`src/hdl/pafk_pkg.sv`:
```
// shared types and constants of the planar arm forward kinematics block
package pafk_pkg;

  localparam int unsigned NumLinksDefault = 6;
  localparam int unsigned LinkSlots       = 6;
  localparam int unsigned AngleW          = 16;
  localparam int unsigned LenW            = 16;
  localparam int unsigned BaseW           = 24;
  localparam int unsigned PosW            = 28;
  localparam int unsigned IdxW            = 3;
  localparam int unsigned CntW            = 3;
  localparam int unsigned CfgIdxW         = 4;
  localparam int unsigned CfgDataW        = 24;

  // serial multiplier operand width and signed product width
  localparam int unsigned MulW  = 17;
  localparam int unsigned ProdW = 2 * MulW + 1;
  localparam int unsigned Q14   = 14;
  localparam int unsigned Q16   = 16;
  localparam int unsigned HalfShift = 15;
  localparam int unsigned FullShift = 14;

  // polynomial sine coefficients, Q16
  localparam logic [MulW-1:0] SinA = 17'd102944;
  localparam logic [MulW-1:0] SinB = 17'd42047;
  localparam logic [MulW-1:0] SinC = 17'd4640;
  localparam logic [MulW-1:0] QuarterZ = 17'd16384;
  localparam logic [AngleW-1:0] QuarterTurn = 16'h4000;
  localparam logic [LenW-1:0] LengthReset = 16'd256;

  typedef enum logic [CfgIdxW-1:0] {
    CFG_BASE_X   = 4'd0,
    CFG_BASE_Y   = 4'd1,
    CFG_LENGTH_0 = 4'd2,
    CFG_LENGTH_1 = 4'd3,
    CFG_LENGTH_2 = 4'd4,
    CFG_LENGTH_3 = 4'd5,
    CFG_LENGTH_4 = 4'd6,
    CFG_LENGTH_5 = 4'd7
  } cfg_idx_e;

  typedef enum logic [2:0] {
    LS_IDLE,
    LS_ZSQ,
    LS_TC,
    LS_TU,
    LS_SU,
    LS_LEN
  } lane_state_e;

  typedef enum logic [1:0] {
    TS_IDLE,
    TS_START,
    TS_CALC,
    TS_EMIT
  } top_state_e;

  typedef struct packed {
    logic            start;
    logic [MulW-1:0] a;
    logic [MulW-1:0] b;
  } mul_req_t;

  typedef struct packed {
    logic              done;
    logic [2*MulW-1:0] p;
  } mul_rsp_t;

endpackage

```
`src/hdl/pafk_smul.sv`:
```
// bit-serial shift-add multiplier, one multiplier bit per cycle
module pafk_smul (
  input  logic               clk_i,
  input  logic               rst_ni,
  input  pafk_pkg::mul_req_t req_i,
  output pafk_pkg::mul_rsp_t rsp_o
);
  import pafk_pkg::*;

  localparam int unsigned StepW = $clog2(MulW + 1);

  logic [MulW-1:0]   a_q;
  logic [2*MulW-1:0] p_q, p_d;
  logic [StepW-1:0]  step_q, step_d;
  logic              done_q, done_d;
  logic [MulW:0]     sum;

  always_comb begin
    sum    = {1'b0, p_q[2*MulW-1:MulW]} + (p_q[0] ? {1'b0, a_q} : {(MulW+1){1'b0}});
    p_d    = p_q;
    step_d = step_q;
    done_d = 1'b0;
    if (req_i.start) begin
      p_d    = {{MulW{1'b0}}, req_i.b};
      step_d = StepW'(MulW);
    end else if (step_q != '0) begin
      p_d    = {sum, p_q[MulW-1:1]};
      step_d = step_q - 1'b1;
      done_d = (step_q == StepW'(1));
    end
  end

  always_ff @(posedge clk_i or negedge rst_ni) begin
    if (!rst_ni) begin
      step_q <= '0;
      done_q <= 1'b0;
    end else begin
      step_q <= step_d;
      done_q <= done_d;
    end
  end

  always_ff @(posedge clk_i) begin
    p_q <= p_d;
    if (req_i.start) begin
      a_q <= req_i.a;
    end
  end

  assign rsp_o.done = done_q;
  assign rsp_o.p    = p_q;

endmodule

```
`src/hdl/pafk_lane.sv`:
```
// one trig lane: polynomial sine of a binary angle scaled by a link length
module pafk_lane (
  input  logic                                  clk_i,
  input  logic                                  rst_ni,
  input  logic                                  start_i,
  input  logic [pafk_pkg::AngleW-1:0]           angle_i,
  input  logic [pafk_pkg::LenW-1:0]             length_i,
  output logic                                  done_o,
  output logic signed [pafk_pkg::ProdW-1:0]     prod_o
);
  import pafk_pkg::*;

  lane_state_e     state_q, state_d;
  mul_req_t        req;
  mul_rsp_t        rsp;
  logic            neg_q;
  logic [MulW-1:0] z_q, z2_q;
  logic [LenW-1:0] len_q;
  logic [MulW-1:0] z_c, z2_c, t_c, u_c, s_c;
  logic [ProdW-1:0] mag;

  pafk_smul u_mul (
    .clk_i  (clk_i),
    .rst_ni (rst_ni),
    .req_i  (req),
    .rsp_o  (rsp)
  );

  // quadrant fold
  always_comb begin
    if (angle_i[Q14]) begin
      z_c = QuarterZ - MulW'(angle_i[Q14-1:0]);
    end else begin
      z_c = MulW'(angle_i[Q14-1:0]);
    end
    z2_c = rsp.p[Q14+MulW-1:Q14];
    t_c  = SinB - rsp.p[Q14+MulW-1:Q14];
    u_c  = SinA - rsp.p[Q14+MulW-1:Q14];
    s_c  = rsp.p[Q16+MulW-1:Q16];
  end

  always_comb begin
    state_d = state_q;
    unique case (state_q)
      LS_IDLE: if (start_i)  state_d = LS_ZSQ;
      LS_ZSQ:  if (rsp.done) state_d = LS_TC;
      LS_TC:   if (rsp.done) state_d = LS_TU;
      LS_TU:   if (rsp.done) state_d = LS_SU;
      LS_SU:   if (rsp.done) state_d = LS_LEN;
      LS_LEN:  if (rsp.done) state_d = LS_IDLE;
      default: state_d = LS_IDLE;
    endcase
  end

  always_comb begin
    req.start = 1'b0;
    req.a     = z_q;
    req.b     = z_q;
    done_o    = 1'b0;
    unique case (state_q)
      LS_IDLE: begin
        req.start = start_i;
        req.a     = z_c;
        req.b     = z_c;
      end
      LS_ZSQ: begin
        req.start = rsp.done;
        req.a     = z2_c;
        req.b     = SinC;
      end
      LS_TC: begin
        req.start = rsp.done;
        req.a     = z2_q;
        req.b     = t_c;
      end
      LS_TU: begin
        req.start = rsp.done;
        req.a     = z_q;
        req.b     = u_c;
      end
      LS_SU: begin
        req.start = rsp.done;
        req.a     = MulW'(len_q);
        req.b     = s_c;
      end
      LS_LEN: begin
        done_o = rsp.done;
      end
      default: begin
        req.start = 1'b0;
      end
    endcase
  end

  always_ff @(posedge clk_i or negedge rst_ni) begin
    if (!rst_ni) begin
      state_q <= LS_IDLE;
    end else begin
      state_q <= state_d;
    end
  end

  always_ff @(posedge clk_i) begin
    if (state_q == LS_IDLE && start_i) begin
      neg_q <= angle_i[AngleW-1];
      z_q   <= z_c;
      len_q <= length_i;
    end
    if (state_q == LS_ZSQ && rsp.done) begin
      z2_q <= z2_c;
    end
  end

  assign mag    = {1'b0, rsp.p};
  assign prod_o = neg_q ? $signed(~mag + 1'b1) : $signed(mag);

endmodule

```
`src/hdl/planar_arm_forward_kinematics_top.sv`:
```
// top level: pose sequencer, joint accumulators and result register
//
//  channel | handshake                 | payload
//  --------+---------------------------+-----------------------------------------
//  in      | in_valid_i  / in_ready_o  | angle_0_i..angle_5_i, angle_count_i
//  out     | out_valid_o / out_ready_i | link_index_o, center_x_o, center_y_o,
//          |                           | absolute_angle_o, last_link_o
//  cfg     | cfg_valid_i / cfg_ready_o | cfg_index_i, cfg_data_i
//
// a pose is computed one link after another, each link taking five bit-serial
// multiplies in each of the cos and sin lanes
// one pose is in flight at a time; in_ready_o is high only between poses
// the result register lets the last link wait while the next pose is taken
// a stalled result holds the sequencer; reset returns it to idle
module planar_arm_forward_kinematics_top #(
  parameter int unsigned NumLinks = pafk_pkg::NumLinksDefault
) (
  input  logic                            clk_i,
  input  logic                            rst_ni,
  input  logic                            in_valid_i,
  output logic                            in_ready_o,
  input  logic [pafk_pkg::AngleW-1:0]     angle_0_i,
  input  logic [pafk_pkg::AngleW-1:0]     angle_1_i,
  input  logic [pafk_pkg::AngleW-1:0]     angle_2_i,
  input  logic [pafk_pkg::AngleW-1:0]     angle_3_i,
  input  logic [pafk_pkg::AngleW-1:0]     angle_4_i,
  input  logic [pafk_pkg::AngleW-1:0]     angle_5_i,
  input  logic [pafk_pkg::CntW-1:0]       angle_count_i,
  output logic                            out_valid_o,
  input  logic                            out_ready_i,
  output logic [pafk_pkg::IdxW-1:0]       link_index_o,
  output logic signed [pafk_pkg::PosW-1:0] center_x_o,
  output logic signed [pafk_pkg::PosW-1:0] center_y_o,
  output logic signed [pafk_pkg::AngleW-1:0] absolute_angle_o,
  output logic                            last_link_o,
  input  logic                            cfg_valid_i,
  output logic                            cfg_ready_o,
  input  logic [pafk_pkg::CfgIdxW-1:0]    cfg_index_i,
  input  logic [pafk_pkg::CfgDataW-1:0]   cfg_data_i
);
  import pafk_pkg::*;

  top_state_e state_q, state_d;

  logic signed [BaseW-1:0] base_x_q, base_y_q;
  logic [LenW-1:0]         length_q [LinkSlots];
  logic [AngleW-1:0]       angle_q [LinkSlots];
  logic [CntW-1:0]         count_q;
  logic [IdxW-1:0]         link_q;
  logic [AngleW-1:0]       cum_q, cum_c;
  logic signed [PosW-1:0]  jx_q, jy_q;

  logic                    out_valid_q;
  logic [IdxW-1:0]         out_idx_q;
  logic signed [PosW-1:0]  out_x_q, out_y_q;
  logic [AngleW-1:0]       out_ang_q;
  logic                    out_last_q;

  logic                    lane_start, cos_done, sin_done;
  logic signed [ProdW-1:0] cos_prod, sin_prod;
  logic signed [PosW-1:0]  half_x, half_y, full_x, full_y;
  logic                    in_fire, cfg_fire, out_free, last_c, emit;
  cfg_idx_e                cfg_idx;

  assign in_fire  = in_valid_i && in_ready_o;
  assign cfg_fire = cfg_valid_i && cfg_ready_o;
  assign out_free = !out_valid_q || out_ready_i;
  assign last_c   = (link_q == IdxW'(NumLinks - 1));
  assign emit     = (state_q == TS_EMIT) && out_free;
  assign cfg_idx  = cfg_idx_e'(cfg_index_i);

  assign cum_c = (link_q < count_q) ? cum_q + angle_q[link_q] : cum_q;
  assign lane_start = (state_q == TS_START);

  pafk_lane u_cos (
    .clk_i    (clk_i),
    .rst_ni   (rst_ni),
    .start_i  (lane_start),
    .angle_i  (cum_c + QuarterTurn),
    .length_i (length_q[link_q]),
    .done_o   (cos_done),
    .prod_o   (cos_prod)
  );

  pafk_lane u_sin (
    .clk_i    (clk_i),
    .rst_ni   (rst_ni),
    .start_i  (lane_start),
    .angle_i  (cum_c),
    .length_i (length_q[link_q]),
    .done_o   (sin_done),
    .prod_o   (sin_prod)
  );

  // floor shifts of the signed products
  always_comb begin
    half_x = PosW'($signed(cos_prod[ProdW-1:HalfShift]));
    half_y = PosW'($signed(sin_prod[ProdW-1:HalfShift]));
    full_x = PosW'($signed(cos_prod[ProdW-1:FullShift]));
    full_y = PosW'($signed(sin_prod[ProdW-1:FullShift]));
  end

  always_comb begin
    state_d = state_q;
    unique case (state_q)
      TS_IDLE:  if (in_valid_i) state_d = TS_START;
      TS_START: state_d = TS_CALC;
      TS_CALC:  if (cos_done && sin_done) state_d = TS_EMIT;
      TS_EMIT: begin
        if (out_free) begin
          state_d = last_c ? TS_IDLE : TS_START;
        end
      end
      default: state_d = TS_IDLE;
    endcase
  end

  always_comb begin
    in_ready_o  = 1'b0;
    cfg_ready_o = 1'b1;
    unique case (state_q)
      TS_IDLE:  in_ready_o = 1'b1;
      TS_START: in_ready_o = 1'b0;
      TS_CALC:  in_ready_o = 1'b0;
      TS_EMIT:  in_ready_o = 1'b0;
      default:  in_ready_o = 1'b0;
    endcase
  end

  always_ff @(posedge clk_i or negedge rst_ni) begin
    if (!rst_ni) begin
      state_q     <= TS_IDLE;
      link_q      <= '0;
      out_valid_q <= 1'b0;
    end else begin
      state_q <= state_d;
      if (in_fire) begin
        link_q <= '0;
      end else if (emit) begin
        link_q <= link_q + 1'b1;
      end
      if (emit) begin
        out_valid_q <= 1'b1;
      end else if (out_ready_i) begin
        out_valid_q <= 1'b0;
      end
    end
  end

  // configuration registers
  always_ff @(posedge clk_i or negedge rst_ni) begin
    if (!rst_ni) begin
      base_x_q <= '0;
      base_y_q <= '0;
      for (int i = 0; i < LinkSlots; i++) begin
        length_q[i] <= LengthReset;
      end
    end else if (cfg_fire) begin
      unique case (cfg_idx)
        CFG_BASE_X:   base_x_q    <= cfg_data_i;
        CFG_BASE_Y:   base_y_q    <= cfg_data_i;
        CFG_LENGTH_0: length_q[0] <= cfg_data_i[LenW-1:0];
        CFG_LENGTH_1: length_q[1] <= cfg_data_i[LenW-1:0];
        CFG_LENGTH_2: length_q[2] <= cfg_data_i[LenW-1:0];
        CFG_LENGTH_3: length_q[3] <= cfg_data_i[LenW-1:0];
        CFG_LENGTH_4: length_q[4] <= cfg_data_i[LenW-1:0];
        CFG_LENGTH_5: length_q[5] <= cfg_data_i[LenW-1:0];
        default: ;
      endcase
    end
  end

  always_ff @(posedge clk_i) begin
    if (in_fire) begin
      angle_q[0] <= angle_0_i;
      angle_q[1] <= angle_1_i;
      angle_q[2] <= angle_2_i;
      angle_q[3] <= angle_3_i;
      angle_q[4] <= angle_4_i;
      angle_q[5] <= angle_5_i;
      count_q    <= angle_count_i;
      cum_q      <= '0;
      jx_q       <= PosW'(base_x_q);
      jy_q       <= PosW'(base_y_q);
    end
    if (state_q == TS_START) begin
      cum_q <= cum_c;
    end
    if (emit) begin
      out_idx_q  <= link_q;
      out_x_q    <= jx_q + half_x;
      out_y_q    <= jy_q + half_y;
      out_ang_q  <= cum_q;
      out_last_q <= last_c;
      jx_q       <= jx_q + full_x;
      jy_q       <= jy_q + full_y;
    end
  end

  assign out_valid_o      = out_valid_q;
  assign link_index_o     = out_idx_q;
  assign center_x_o       = out_x_q;
  assign center_y_o       = out_y_q;
  assign absolute_angle_o = out_ang_q;
  assign last_link_o      = out_last_q;

endmodule

```
`config.mk`:
```
export PLATFORM = sky130hd
export DESIGN_NAME = planar_arm_forward_kinematics_top
export DESIGN_NICKNAME = d
export VERILOG_FILES = /design/src/hdl/pafk_pkg.sv /design/src/hdl/pafk_smul.sv /design/src/hdl/pafk_lane.sv /design/src/hdl/planar_arm_forward_kinematics_top.sv
export SDC_FILE = /design/constraint.sdc
export NUM_CORES = 1
export LEC_CHECK = 0
export ABC_AREA = 1
export BUFFER_PORTS_ARGS = -buffer_cell sky130_fd_sc_hd__buf_2
export CORE_UTILIZATION = 35
export CTS_BUF_LIST = sky130_fd_sc_hd__clkbuf_16
export DETAILED_ROUTE_END_ITERATION = 10
export HOLD_SLACK_MARGIN = 0.12
export PLACE_DENSITY_LB_ADDON = 0.1
export SYNTH_ARGS = -nofsm -noshare
export SYNTH_HDL_FRONTEND = slang
export SYNTH_HIERARCHICAL = 1
export SYNTH_SLANG_ARGS = --single-unit
```
`constraint.sdc`:
```
create_clock -name clk_i -period 5.52 [get_ports clk_i]
set_input_delay 0 -clock clk_i [delete_from_list [all_inputs] [get_ports clk_i]]
set_output_delay 0 -clock clk_i [all_outputs]
set_load 0.1 [all_outputs]
```
==> results of run 1 <==
==> per-stage QoR <==
| step | std cells | util | cell area [µm²] | setup WS [ps] | hold WS [ps] |
|---|---|---|---|---|---|
| global placement | 6425 | 0.3764 | 41030 | 975.5 | -91.06 |
| global route | 6802 | 0.4213 | 45920 | 425.5 | 201.5 |
| finish | 6803 | 0.4213 | 45920 | 879.7 | 179.3 |
| CTS | 6801 | 0.4213 | 45920 | 892.4 | 139.0 |
| detailed placement | 6425 | 0.3764 | 41030 | 916.0 | -92.14 |
| floorplan | 4902 | - | 38510 | 1445 | -295.6 |
==> cell type report <==
type | instances | area (µm²) | area share
timing repair buffer | 495 | 3812 | 0.08302
sequential | 615 | 17300 | 0.3767
inverter | 542 | 2047 | 0.04457
antenna | 2 | 5.005 | 0.0001090
clock inverter | 64 | 604.3 | 0.01316
multi-input combinational | 3594 | 18460 | 0.4020
clock buffer | 77 | 1927 | 0.04196
tap | 1414 | 1769 | 0.03852
==> flip-flops by register name, indices dropped and copies added (netlist names), 17 cells and up <==
signal / flops
u_cos/u_mul/p_q: 34
center_y_o: 28
u_sin/u_mul/a_q: 17
base_x_q: 24
base_y_q: 24
length_q: 96
jx_q: 28
center_x_o: 28
u_cos/z2_q: 17
angle_q: 96
u_sin/u_mul/p_q: 34
jy_q: 28
u_sin/z2_q: 17
u_cos/u_mul/a_q: 17
==> layer usage <==
metal  GRT usage  wire (µm)  share of wire
met5     0.01563        244         0.0017
met4     0.06490       3218          0.023
met3     0.04465       9395          0.067
met2      0.3913      62680           0.45
met1      0.3460      64530           0.46
==> worst max path at each step <==
stage               slack [ps]  depth (start not counted)                   to
floorplan                 1450                          4        angle_q[0][0]
global route               430                         24  u_cos/u_mul/p_q[13]
CTS                        890                         22  u_sin/u_mul/p_q[13]
global placement           980                         22  u_sin/u_mul/p_q[13]
finish                     880                         22  u_cos/u_mul/p_q[13]
detailed placement         920                         22  u_sin/u_mul/p_q[13]
==> layout by cell type (no fill, tap or decap), types with 10 or more instances in the layout <==
| master | n |
|---|---|
| nand2_1 | 1483 |
| inv_1 | 515 |
| and2_1 | 10 |
| inv_2 | 38 |
| o211ai_1 | 12 |
| o21ai_0 | 400 |
| nand2_2 | 25 |
| a21boi_0 | 10 |
| clkbuf_16 | 77 |
| clkinv_1 | 16 |
| nand3_1 | 316 |
| nor3_1 | 55 |
| dfrtp_1 | 161 |
| ha_1 | 168 |
| edfxtp_1 | 413 |
| buf_2 | 208 |
| buf_4 | 50 |
| nand3b_1 | 18 |
| a31oi_1 | 14 |
| dfxtp_1 | 34 |
| xor2_1 | 93 |
| a21oi_1 | 224 |
| nand4_1 | 66 |
| dlygate4sd3_1 | 234 |
| xnor2_1 | 36 |
| nor3_2 | 14 |
| o22ai_1 | 38 |
| o21bai_1 | 11 |
| clkinv_2 | 12 |
| nor2_4 | 15 |
| nor2_1 | 385 |
| nor2_2 | 37 |
| o21ai_1 | 50 |
| a32o_1 | 15 |
==> worst max-delay path, cell delays in order (launching register included) <==
cell and delay (ps):
dfrtp_4 720, clkinv_2 380, buf_4 330, nand2_1 90, a32o_1 150, o22ai_1 80
ha_1 340, a21oi_1 240, nand3_2 180, a21oi_1 180, nor2_1 50, o21ai_0 250
nand2_1 320, nor2_1 260, nand2_1 80, nor2_1 150, nand3_1 80, nand2_1 90
nand2_1 50, nand3_1 100, nand4_1 100, nand2_1 80, nand2_1 60
==> flow_summary.ini, run 1 <==
[synthesis]
syn-instance-count = 4902
synth_fp_nets = 5209
yosys_warnings = 6
avgSynthCellArea_um2 = 7.856
netlist_area_mm2 = 0.03851

[flow_run]
drv_cap = 0

[timing]
slew_viol_final = 0
rsz0062_at_grt = no
fin_skew_ps = 38.24
setup_viol = 0
hold_viol = 0
finalSetupTns_ps = 0
clock.fmax_mhz = 215.5
relSlewSlack = 0.1586
min_period_ps = 4640
tightest_slew_ps = 1259
period_share = 0.8406

[global_routing]
grt_pass1_wl_mm = 209.4
antenna_found_initial = 2
overflow = 0
grt_pass1_vias = 33320
grt_start_max_net_pins = 148
track_usage = 0.2476

[worst_setup_path]
criticalPathCategory = reg2reg
cp.required_ps = 5940
cp.arrival_ps = 5060
crit_path_end_kind = flop
r2r_start = link_q[0]
ff2ff_setup_slack_ps = 880
path_max_fanout = 47
startpoint = link_q[0]
worstSetupStartpointType = flop
reg2regPathDepth = 22
r2r_end = u_cos/u_mul/p_q[13]

[routing]
drtIter0Drc = 3051
drc = 0
routed_wl_mm = 140.1
dr.pass1.iters = 8
ant_nets = 0
dr_total_vias = 35030
routedWlPerCell_um = 20.59
vias_per_cell = 5.149

[cts]
clkLatencyLatePin_ps = 670
htreeDepth = 3
ctsHoldBuffers = 235
cts_buffer_depth = 3
path_clk_slew_ps = 60
cts_buffers = 76
cts_resized = 0
root_buffer = clkbuf_16
cts_setup_buffers = 0
clock-sinks = 615
cts_tree = yes

[floorplanning]
die_y_um = 333.7
die_width_um = 333.7
boundaryPins = 211
die_area_mm2 = 0.1114
core_area_mm2 = 0.1090
floorplan.initialDensity = 0.3533
num_rows = 121

[placed_design]
hpwl_mm = 103.1
portBuffers = 209
place_congestion = 0.9528

[worst_hold_path]
hold_end = out_valid_o
min_path_type = in2reg
hold_path_depth = 5
worstHoldStart = out_ready_i

[final_layout]
fillers = 11090
final_nets = 5631
drive_gt1_frac = 0.1025
synthToLayoutAreaGrowth_pct = 19.25

[outcome]
status = completed
Power of run 1 is left out: the tool's default activity adds up to more than one toggle a clock period on the data nets, which glitch-free logic cannot reach.
==> run 2: changes to the inputs <==
Settings changed: ABC_AREA 1 to 0.
Clock period 5.52 ns to 3.86 ns, I/O delays scaled along.
==> run 2 against run 1 <==
Net effect: the flow now finishes with violations (setup timing); sequential cell count unchanged; via count decreased by 13%; first-iteration DRC count decreased by 40%; area after synthesis decreased by 6.7%; maximum frequency decreased by 3.3%; count of clock-buffer cells in the layout unchanged; synthesized cell count decreased by 34%; register-to-register slack got worse by 1800 ps; utilization increased by 9.0 points; sequential share of layout area decreased by 4.4 points; hold slack got worse by 18 ps; global-route usage decreased by 0.89 points; largest cell class unchanged.
==> flow_summary.ini, run 2 <==
[routing]
drc = 0
ant_nets = 0
dr_total_vias = 30410
routed_wl_mm = 124.8
routedWlPerCell_um = 21.73
dr.pass1.iters = 5
drtIter0Drc = 1837
vias_per_cell = 5.295

[cts]
cts_buffers = 76
clock-sinks = 615
cts_buffer_depth = 3
cts_tree = yes
htreeDepth = 3
path_clk_slew_ps = 60
root_buffer = clkbuf_16
clkLatencyLatePin_ps = 670

[synthesis]
yosys_warnings = 6
netlist_area_mm2 = 0.03592
synth_fp_nets = 3530
syn-instance-count = 3223
avgSynthCellArea_um2 = 11.15

[final_layout]
final_cell_mix = 649 x buf_4, 413 x edfxtp_1, 247 x nand2_1
instances_no_fill = 5744
reg_top3 = angle_q (96), length_q (96)
drive_gt1_frac = 0.4027
final_nets = 4619
final_common_cell = buf_4
regArea_mm2 = 0.01730
fillers = 8925
multi_input_area_mm2 = 0.02059
fin_area_mm2 = 0.05198
synthToLayoutAreaGrowth_pct = 44.71

[pwr]
power_density_mw_per_mm2 = 308.5
vdd_ir_drop_max_mv = 0.3493
p_leak_nw = 21.10

[worst_setup_path]
path_max_fanout = 6
cp_slowest_cell = dfrtp_4
cp.required_ps = 4270
worstSetupStartpointType = flop
startpoint = link_q[0]
path_common_cell = buf_4
cp.arrival_ps = 5210
crit_path_end_kind = flop
worstPathCellList = buf_8 > bufbuf_16 > mux2i_1 > a21o_1 > buf_4 > buf_4 > fa_2 > nor2b_2 > o31a_1 > o211ai_2 > buf_4 > a21oi_4 > nor3_4 > xor2_1 > o21ai_1 > buf_4 > or3_1 > o41ai_2 > xnor2_1 > a22o_1 > a211o_1 > mux2_2
r2r_end = u_sin/u_mul/p_q[11]
max_stage_delay_ps = 500
path_delay_family = compound AO/OA/AOI/OAI gates
reg2regPathDepth = 22
criticalPathCategory = reg2reg
path_buf_inv = 6
ff2ff_setup_slack_ps = -940
r2r_start = link_q[0]

[timing]
slew_viol_final = 0
tightest_slew_ps = 1086
fin_skew_ps = 30.75
rsz0062_at_grt = yes
setup_viol = 160
setup_slack_ps = -938.0
finalSetupTns_ps = -74370
hold_viol = 0
period_share = 1.243
min_period_ps = 4798
whs_ps = 161.4
clock.fmax_mhz = 208.4
relSlewSlack = 0.2738

[floorplanning]
die_width_um = 322.4
num_rows = 117
floorplan.initialDensity = 0.3531
boundaryPins = 211
die_y_um = 322.4
die_area_mm2 = 0.1039
core_area_mm2 = 0.1017

[outcome]
status = finished with violations
violations = setup timing

[placed_design]
place_congestion = 0.8860
post-place-ws_ps = -1078
portBuffers = 209
hpwl_mm = 89.19
placed_cells = 5255
placed_area_mm2 = 0.04314

[worst_hold_path]
worstHoldStart = cfg_index_i[2]
min_path_type = in2reg
hold_end = length_q[14]
hold_path_depth = 4

[flow_run]
drv_cap = 0

[global_routing]
overflow = 0
track_usage = 0.2387
grt_pass1_vias = 31310
grt_pass1_wl_mm = 190.5
grt_start_max_net_pins = 67
antenna_found_initial = 2
## run 2: worst max-delay path by stage
| stage | end | slack (ps) | cells past startpoint |
|---|---|---|---|
| 2_1_floorplan | u_cos/u_mul/p_q[9] | -870 | 21 |
| 3_3_place_gp | u_cos/u_mul/p_q[11] | -1010 | 22 |
| 3_5_place_dp | u_sin/u_mul/p_q[13] | -1080 | 21 |
| 5_1_grt | u_cos/u_mul/p_q[12] | -1130 | 22 |
| 6_report | u_sin/u_mul/p_q[11] | -940 | 22 |
| 4_1_cts | u_sin/u_mul/p_q[11] | -900 | 22 |
## run 2: where the power goes
part | internal [mW] | switching (mW)
Combinational | 0.662 | 0.515
Sequential | 7.42 | 0.222
Clock | 4.14 | 3.08
## run 2: final cells by class
class / instances / share of cell area
multi-input cells: 2335 / 0.3961
clock buffers: 77 / 0.03707
diodes: 1 / 0.00004814
clock inverters: 64 / 0.01105
well taps: 1368 / 0.03293
flip-flops and latches: 615 / 0.3328
repair buffers: 1185 / 0.1828
inverters: 99 / 0.007245
## run 2: metrics by stage
| stage | util | total power [mW] |
|---|---|---|
| 2_1_floorplan | - | 8.205 |
| 3_3_place_gp | 0.4240 | 8.710 |
| 3_5_place_dp | 0.4240 | 8.771 |
| 4_1_cts | 0.4987 | 16.24 |
| 5_1_grt | 0.5109 | 16.60 |
| 6_report | 0.5110 | 16.04 |
## run 2: worst reg2reg max path: cells and delay by family (launching register included)
family	cells	cell delay [ps]
mux	2	370
flops	1	500
compound gates	8	1440
xor+xnor	2	330
simple gates	3	540
fa+ha+maj	1	360
buf+inv	6	980
## run 2: what timing repair did
| item | in CTS | in global routing |
|---|---|---|
| endpoints found under the hold margin | 417 | 0 |
| gates resized for setup | 414 | 187 |
| setup buffers | 75 | 61 |
| gates cloned | 4 | 1 |
| hold buffers | 234 | 0 |
| setup endpoints to repair | 167 | 168 |
| pin swaps | 190 | 169 |
## run 2: metal layers
layer / vias to the layer above / GRT usage / share of wire
li1: 14280 / - / -
met1: 15140 / 0.3256 / 0.45
met2: 818 / 0.3915 / 0.47
met3: 177 / 0.03428 / 0.050
met4: 0 / 0.07079 / 0.029
met5: - / 0 / 0
No activity file was read; power rests on OpenSTA's default activity.
